$ cat config.mk
export PLATFORM = sky130hd
export DESIGN_NAME = stbs_ctrl
export DESIGN_NICKNAME = d
export VERILOG_FILES = /design/src/rtl/core/stbs_pkg.sv /design/src/rtl/core/stbs_ctrl.sv
export SDC_FILE = /design/constraint.sdc
export NUM_CORES = 1
export LEC_CHECK = 0
export BUFFER_PORTS_ARGS = -buffer_cell sky130_fd_sc_hd__buf_2
export CORE_AREA = 10 10 47 49
export CTS_CLUSTER_DIAMETER = 200
export DETAILED_ROUTE_END_ITERATION = 10
export DIE_AREA = 0 0 57 59
export HOLD_SLACK_MARGIN = 0.06
export PLACE_DENSITY = 0.43
export SLEW_MARGIN = 15
export SYNTH_ARGS = -nofsm -noshare
export SYNTH_HDL_FRONTEND = slang
export SYNTH_SLANG_ARGS = --single-unit
$ cat constraint.sdc
create_clock -name i_clk -period 0.98 [get_ports i_clk]
set_input_delay 0.147 -clock i_clk [delete_from_list [all_inputs] [get_ports i_clk]]
set_output_delay 0.147 -clock i_clk [all_outputs]
set_load 0.005 [all_outputs]
$ cat src/rtl/core/stbs_pkg.sv
// Shared constants, codes and controller/datapath interface types for the table search block.
package stbs_pkg;

    localparam int TABLE_DEPTH_DEF = 1024;
    localparam int VALUE_BITS_DEF  = 32;

    localparam int ENTRY_INDEX_BITS = 10;
    localparam int WORD_BITS        = 32;
    localparam int COUNT_BITS       = 11;
    localparam int POSITION_BITS    = 10;

    localparam logic [COUNT_BITS-1:0] COUNT_RESET = 11'd1024;

    localparam logic CMD_WRITE  = 1'b0;
    localparam logic CMD_SEARCH = 1'b1;

    typedef struct packed {
        logic write_en;
        logic load_search;
        logic probe_en;
        logic go_left;
        logic go_right;
        logic set_hit;
        logic out_load;
    } t_dp_cmd;

    typedef struct packed {
        logic range_open;
        logic key_eq;
        logic key_lt;
    } t_dp_stat;

endpackage

$ cat src/rtl/core/stbs_ctrl.sv
// Controller state machine sequencing writes, probes and the result register.
module stbs_ctrl (
    input  logic               i_clk,
    input  logic               i_rst_n,
    input  logic               i_in_valid,
    output logic               o_in_stall,
    input  logic               i_cmd,
    output logic               o_out_valid,
    input  logic               i_out_stall,
    input  stbs_pkg::t_dp_stat i_stat,
    output stbs_pkg::t_dp_cmd  o_dp_cmd
);

    localparam logic [1:0] ST_IDLE  = 2'd0;
    localparam logic [1:0] ST_PROBE = 2'd1;
    localparam logic [1:0] ST_CMP   = 2'd2;
    localparam logic [1:0] ST_FIN   = 2'd3;

    logic [1:0]        r_state;
    logic [1:0]        n_state;
    logic              r_out_valid;
    logic              n_out_valid;
    stbs_pkg::t_dp_cmd w_cmd;

    always_comb begin
        n_state = r_state;
        w_cmd   = '0;
        unique case (r_state)
            ST_IDLE: begin
                if (i_in_valid) begin
                    if (i_cmd == stbs_pkg::CMD_SEARCH) begin
                        w_cmd.load_search = 1'b1;
                        n_state           = ST_PROBE;
                    end else begin
                        w_cmd.write_en = 1'b1;
                    end
                end
            end
            ST_PROBE: begin
                if (i_stat.range_open) begin
                    w_cmd.probe_en = 1'b1;
                    n_state        = ST_CMP;
                end else begin
                    n_state = ST_FIN;
                end
            end
            ST_CMP: begin
                priority if (i_stat.key_eq) begin
                    w_cmd.set_hit = 1'b1;
                    n_state       = ST_FIN;
                end else if (i_stat.key_lt) begin
                    w_cmd.go_left = 1'b1;
                    n_state       = ST_PROBE;
                end else begin
                    w_cmd.go_right = 1'b1;
                    n_state        = ST_PROBE;
                end
            end
            ST_FIN: begin
                if (!r_out_valid || !i_out_stall) begin
                    w_cmd.out_load = 1'b1;
                    n_state        = ST_IDLE;
                end
            end
            default: begin
                n_state = ST_IDLE;
            end
        endcase
    end

    always_comb begin
        priority if (w_cmd.out_load) begin
            n_out_valid = 1'b1;
        end else if (!i_out_stall) begin
            n_out_valid = 1'b0;
        end else begin
            n_out_valid = r_out_valid;
        end
    end

    always_ff @(posedge i_clk) begin
        if (!i_rst_n) begin
            r_state     <= ST_IDLE;
            r_out_valid <= 1'b0;
        end else begin
            r_state     <= n_state;
            r_out_valid <= n_out_valid;
        end
    end

    assign o_in_stall  = (r_state != ST_IDLE);
    assign o_out_valid = r_out_valid;
    assign o_dp_cmd    = w_cmd;

endmodule

==> results of run 1 <==
## path summary, 6_finish.rpt
path              slack (ns)  cells past startpoint          end   startpoint
hold reg to reg         0.49                      2  o_out_valid  o_out_valid
hold / removal          0.15                      2   r_state[1]      i_rst_n
setup reg to reg       -0.05                      4   r_state[1]   r_state[0]
setup / recovery       -0.19                      4  o_dp_cmd[6]   r_state[1]
## synthesized netlist by cell type
library cell / number
nand3_1: 1
o21a_1: 1
nand2_1: 5
a221oi_2: 1
nor4bb_1: 1
a21boi_0: 1
a21oi_1: 2
and3_1: 1
inv_1: 1
nor2_2: 1
dfxtp_1: 3
o2bb2ai_1: 1
nor2_1: 1
buf_4: 1
nor4b_1: 1
nor3b_2: 1
inv_2: 1
and3b_1: 1
buf_6: 1
## final cells by class
| type | instances | area [um2] |
|---|---|---|
| clock buffers | 4 | 26.3 |
| fillers | 162 | 990 |
| inverters | 2 | 7.51 |
| multi-input cells | 19 | 156 |
| flip-flops and latches | 3 | 68.8 |
| well taps | 16 | 20.0 |
| repair buffers | 22 | 133 |
## registers in the layout, indices dropped and copies added (netlist names)
name / cells
r_state: 2
o_out_valid: 1
## power by group through the flow
stage / registers [uW] / clock network (uW) / logic [uW]
2_1_floorplan: 144 / 0 / 65.9
3_3_place_gp: 154 / 0 / 107
3_5_place_dp: 154 / 0 / 107
4_1_cts: 152 / 224 / 142
5_1_grt: 156 / 248 / 170
6_report: 154 / 218 / 154
## layer usage
| metal | up-vias | global-route usage, % |
|---|---|---|
| li1 | 141 | - |
| met1 | 120 | 4.75 |
| met2 | 18 | 4.81 |
| met3 | 4 | 4.08 |
| met4 | 0 | 4.03 |
| met5 | - | 0 |
## worst register-to-register path: stages, from the launching register on
cell and delay [ns]:
dfxtp_4 0.38, and3b_1 0.19, buf_4 0.13, buf_6 0.10
o2bb2ai_2 0.10
## kinds of logic (layout without fill, tap and decap cells)
family	count (synthesis)	count (layout)	synth area share, %
AOI/OAI and AO/OA	6	6	22.7
DFF	3	3	27.9
buffers and inverters	4	28	12.2
and+or+nand+nor	13	13	37.2
## metrics by stage
step	cells	hold slack (ns)	util (%)	setup WS (ns)
2_1_floorplan	26	0.264	-	0.0554
3_3_place_gp	57	0.393	21.7	-0.0261
3_5_place_dp	57	0.387	21.7	-0.0389
4_1_cts	65	0.143	26.9	-0.207
5_1_grt	66	0.137	29.4	-0.252
6_report	66	0.151	29.4	-0.191
## repair_timing
action,in CTS,in global routing
endpoints found under the setup margin,9,9
gates resized for setup,7,6
pin swaps,3,2
setup buffers,4,1
==> impl_metrics.py, run 1 <==
metrics = {
    "outcome": {
        "outcome": "finished with violations",
        "violations": "setup timing",
    },
    "layout": {
        "fin_area_um2": 412,
        "most-common-layout-cells": "buf_2 (16), nand2_1 (5), buf_4 (4), clkbuf_4 (3)",
        "final_common_cell": "buf_2",
        "diodes": 0,
        "layout-drive-gt1-share_pct": 72.0,
        "area.growth.synth_to_final_pct": 91.3,
        "final_nets": 59,
    },
    "placement": {
        "gp_congestion": 0.635,
        "placed_area_um2": 304,
        "dp_hpwl_um": 552,
        "io_buffers": 16,
    },
    "clocking": {
        "clkSinkCount": 3,
        "h-tree-depth": 1,
        "clk_latency_ns": 0.23,
        "hold_buffers": 0,
        "clk_pin_slew_ns": 0.04,
        "clockRootBuffer": "clkbuf_4",
        "cts_tree": "yes",
        "cts.path.max_buffers": 2,
        "cts_buffers": 3,
    },
    "synth": {
        "avgSynthCellArea_um2": 8.28,
        "synthTopCellsByArea": "dfxtp_1 (28%), nand2_1 (8.7%), a221oi_2 (7.0%)",
        "synth_cell_types": 19,
        "yosysWarnings": 0,
        "yosys.area.top_type": "dfxtp_1",
        "synthCells": 26,
        "ys_seq_area_share_pct": 27.9,
        "synth_area_um2": 215,
        "synth_top_area_share_pct": 27.9,
        "synth_seq_cells": 3,
        "synth_nets": 34,
    },
    "timing": {
        "relSlewSlack_pct": 83.5,
        "timing_worst_slew_pin_value_ns": 0.246,
        "period_share_pct": 119,
        "period_needed_ns": 1.17,
        "setup_viol": 9,
        "hold_viol": 0,
        "skew_ns": 0.00619,
        "drv_slew": 0,
        "layout_setup_ws_ns": -0.191,
        "fmax_ghz": 0.854,
        "rsz0062_at_grt": "yes",
        "finalSetupTns_ns": -1.08,
    },
    "power": {
        "power_switching_uw": 147,
        "peakVddDrop_uv": 398,
        "seqPwrFrac_pct": 29.4,
        "switching_share_pct": 28.0,
        "pwr-share-comb_pct": 29.2,
        "p_clk_share_pct": 41.4,
        "power.internal_uw": 378,
        "power.density_nw_per_um2": 1280,
        "power_leakage_uw": 0.000206,
        "total_power_uw": 526,
    },
    "global_route": {
        "grt_max_degree": 7,
        "grt_pass1_vias": 278,
        "overflow": 0,
        "grt_pass1_wl_mm": 1.15,
        "grt_use_total_pct": 4.41,
        "antenna_found_initial": 0,
    },
    "worst_hold_path": {
        "hold_path.class": "in -> reg",
    },
    "floorplanning": {
        "ios": 17,
        "start_util_pct": 15.4,
        "die_h_um": 59,
        "die_w_um": 57,
        "dieArea_um2": 3360,
        "core_um2": 1400,
        "row_count": 14,
    },
    "route": {
        "vias": 283,
        "postRouteAntennaNets": 0,
        "wl_met2_um": 275,
        "dr_wl_met3_um": 110,
        "wire_per_inst_um": 11.4,
        "drc": 0,
        "first_pass_iters": 4,
        "viasPerCell": 4.29,
        "drt-total-wl_um": 751,
        "wl_met1_um": 338,
        "drtIter0Drc": 3,
        "dr.max_layer_used": "met4",
    },
    "worst_setup_path": {
        "cp_top_family": "flip-flops",
        "slowest_stage": "dfxtp_4",
        "crit_type": "reg -> out",
        "critical_path_required_ns": 0.83,
        "path_cells": "nor2_4, inv_2, nor3b_2, buf_2",
        "crit_buf_inv": 2,
        "crit_path_start_kind": "flop",
        "critPathMaxStageDelay_ns": 0.36,
        "worstSetupEndpointType": "output pin",
        "critPathArrivalTime_ns": 1.02,
        "path_max_fanout": 6,
    },
    "run": {
        "drv_cap": 0,
    },
}
No activity file was read; power rests on OpenSTA's default activity.
==> inputs of run 2 (changes only) <==
--- a/config.mk
+++ b/config.mk
@@ -5,7 +5,7 @@
 export SDC_FILE = /design/constraint.sdc
 export NUM_CORES = 1
 export LEC_CHECK = 0
-export BUFFER_PORTS_ARGS = -buffer_cell sky130_fd_sc_hd__buf_2
+export BUFFER_PORTS_ARGS = -buffer_cell sky130_fd_sc_hd__buf_4
 export CORE_AREA = 10 10 47 49
 export CTS_CLUSTER_DIAMETER = 200
 export DETAILED_ROUTE_END_ITERATION = 10
@@ -16,3 +16,4 @@
 export SYNTH_ARGS = -nofsm -noshare
 export SYNTH_HDL_FRONTEND = slang
 export SYNTH_SLANG_ARGS = --single-unit
+export TNS_END_PERCENT = 5
==> run 2 against run 1 <==
The run still ends with setup timing left. Sequential cell count did not move. Global-route usage fell by 0.17 points. First-iteration DRC count decreased by 67%. Highest routed layer unchanged. Largest cell class unchanged.
==> impl_metrics.py, run 2 (synthesis results as in run 1) <==
metrics = {
    "timing": {
        "relSlewSlack_pct": 87.1,
        "period_share_pct": 120,
        "hold_viol": 0,
        "period_needed_ns": 1.17,
        "setup_viol": 9,
        "timing_worst_slew_pin_value_ns": 0.194,
        "hold_slack_ns": 0.129,
        "fmax_ghz": 0.852,
        "layout_setup_ws_ns": -0.193,
        "rsz0062_at_grt": "yes",
        "drv_slew": 0,
        "skew_ns": 0.00362,
    },
    "worst_setup_path": {
        "slowest_stage": "dfxtp_4",
        "cp_top_family": "flip-flops",
        "worstSetupEndpointType": "output pin",
        "r2r_slack_ns": -0.14,
        "path_cells": "nor2_4, inv_2, nor3b_2, buf_4",
        "path_max_fanout": 8,
        "crit_buf_inv": 2,
        "crit_type": "reg -> out",
        "crit_path_start_kind": "flop",
        "critPathMaxStageDelay_ns": 0.37,
        "critical_path_required_ns": 0.83,
        "critPathArrivalTime_ns": 1.03,
    },
    "clocking": {
        "h-tree-depth": 1,
        "clk_latency_ns": 0.23,
        "clk_pin_slew_ns": 0.04,
        "clkSinkCount": 3,
        "cts.path.max_buffers": 2,
        "cts_tree": "yes",
        "cts_buffers": 3,
        "clockRootBuffer": "clkbuf_4",
        "hold_buffers": 0,
    },
    "global_route": {
        "antenna_found_initial": 0,
        "grt_use_total_pct": 4.24,
        "grt_pass1_wl_mm": 1.09,
        "grt_pass1_vias": 261,
        "overflow": 0,
        "grt_max_degree": 10,
    },
    "route": {
        "drtIter0Drc": 1,
        "drt-total-wl_um": 741,
        "drc": 0,
        "first_pass_iters": 2,
        "vias": 269,
        "viasPerCell": 4.14,
        "wire_per_inst_um": 11.4,
        "postRouteAntennaNets": 0,
    },
    "layout": {
        "final_common_cell": "buf_4",
        "largest_reg_flops": 2,
        "final.fill_count": 155,
        "area.growth.synth_to_final_pct": 103,
        "regMostFlops": "r_state",
        "fin_area_um2": 438,
        "most-common-layout-cells": "buf_4 (20), nand2_1 (5), clkbuf_4 (3), dfxtp_4 (2)",
        "instances_no_fill": 65,
        "layout-drive-gt1-share_pct": 69.4,
        "final_util_pct": 31.3,
        "diodes": 0,
        "final_nets": 58,
    },
    "run": {
        "drv_cap": 0,
    },
    "power": {
        "power.density_nw_per_um2": 1240,
        "peakVddDrop_uv": 410,
        "power_leakage_uw": 0.000203,
    },
    "floorplanning": {
        "die_h_um": 59,
        "die_w_um": 57,
        "ios": 17,
        "start_util_pct": 15.4,
        "core_um2": 1400,
        "row_count": 14,
        "dieArea_um2": 3360,
    },
    "placement": {
        "io_buffers": 16,
        "gp_congestion": 0.675,
        "dpl.cell_count": 58,
        "placed_area_um2": 352,
        "dp_hpwl_um": 559,
    },
    "outcome": {
        "violations": "setup timing",
        "outcome": "finished with violations",
    },
    "worst_hold_path": {
        "hold_path.class": "in -> reg",
    },
}
==> run 2: repair_timing <==
action / CTS / global route
resized for setup: 6 / 5
pin swaps: 4 / 2
buffers inserted: 1 / 2
gates cloned: 0 / 0
endpoints found under the setup margin: 9 / 9
==> run 2: stage by stage <==
stage / TNS [ns] / setup WS (ns) / power (uW)
final: -1.25 / -0.193 / 542
after global routing: -1.76 / -0.252 / 578
after detailed placement: -0.139 / -0.0424 / 284
after floorplan: 0 / 0.0554 / 210
after global placement: -0.168 / -0.0597 / 285
after CTS: -1.22 / -0.225 / 531
==> run 2: metal layers <==
layer / wire length, um / GRT usage (%) / vias up
met2: 299 / 4.65 / 16
met3: 140 / 3.65 / 2
met1: 284 / 4.28 / 113
met5: 0 / 0 / -
li1: - / - / 138
met4: 17 / 5.03 / 0
==> run 2: worst paths after layout <==
check / start / to / cells after the start
max: r_state[0] / o_dp_cmd[6] / 4
min: i_rst_n / r_state[1] / 2
max reg2reg: r_state[0] / r_state[0] / 5
min reg2reg: o_out_valid / o_out_valid / 2
==> run 2: final cells by class <==
cell class                      count  area [um2]  share of cell area (%)
Multi-Input combinational cell     19         161                    36.9
Timing Repair Buffer               21         155                    35.4
Sequential cell                     3        67.6                    15.4
Inverter                            2        7.51                    1.71
Tap cell                           16        20.0                    4.57
Clock buffer                        4        26.3                    6.00
==> run 2: power by group <==
group / internal (uW) / total, uW / switching, uW / leakage [uW]
logic: 108 / 167 / 59.2 / 0.000162
clock network: 153 / 217 / 64.4 / 0.0000150
registers: 134 / 158 / 24.3 / 0.0000259
total: 394 / 542 / 148 / 0.000203
==> run 2: worst register-to-register path, delay by kind of cell (launching register included) <==
family	cells	cell delay (ns)
AND/OR/NAND/NOR	1	0.05
buffers and inverters	3	0.36
AO/OA/AOI/OAI	1	0.21
flip-flops	1	0.41
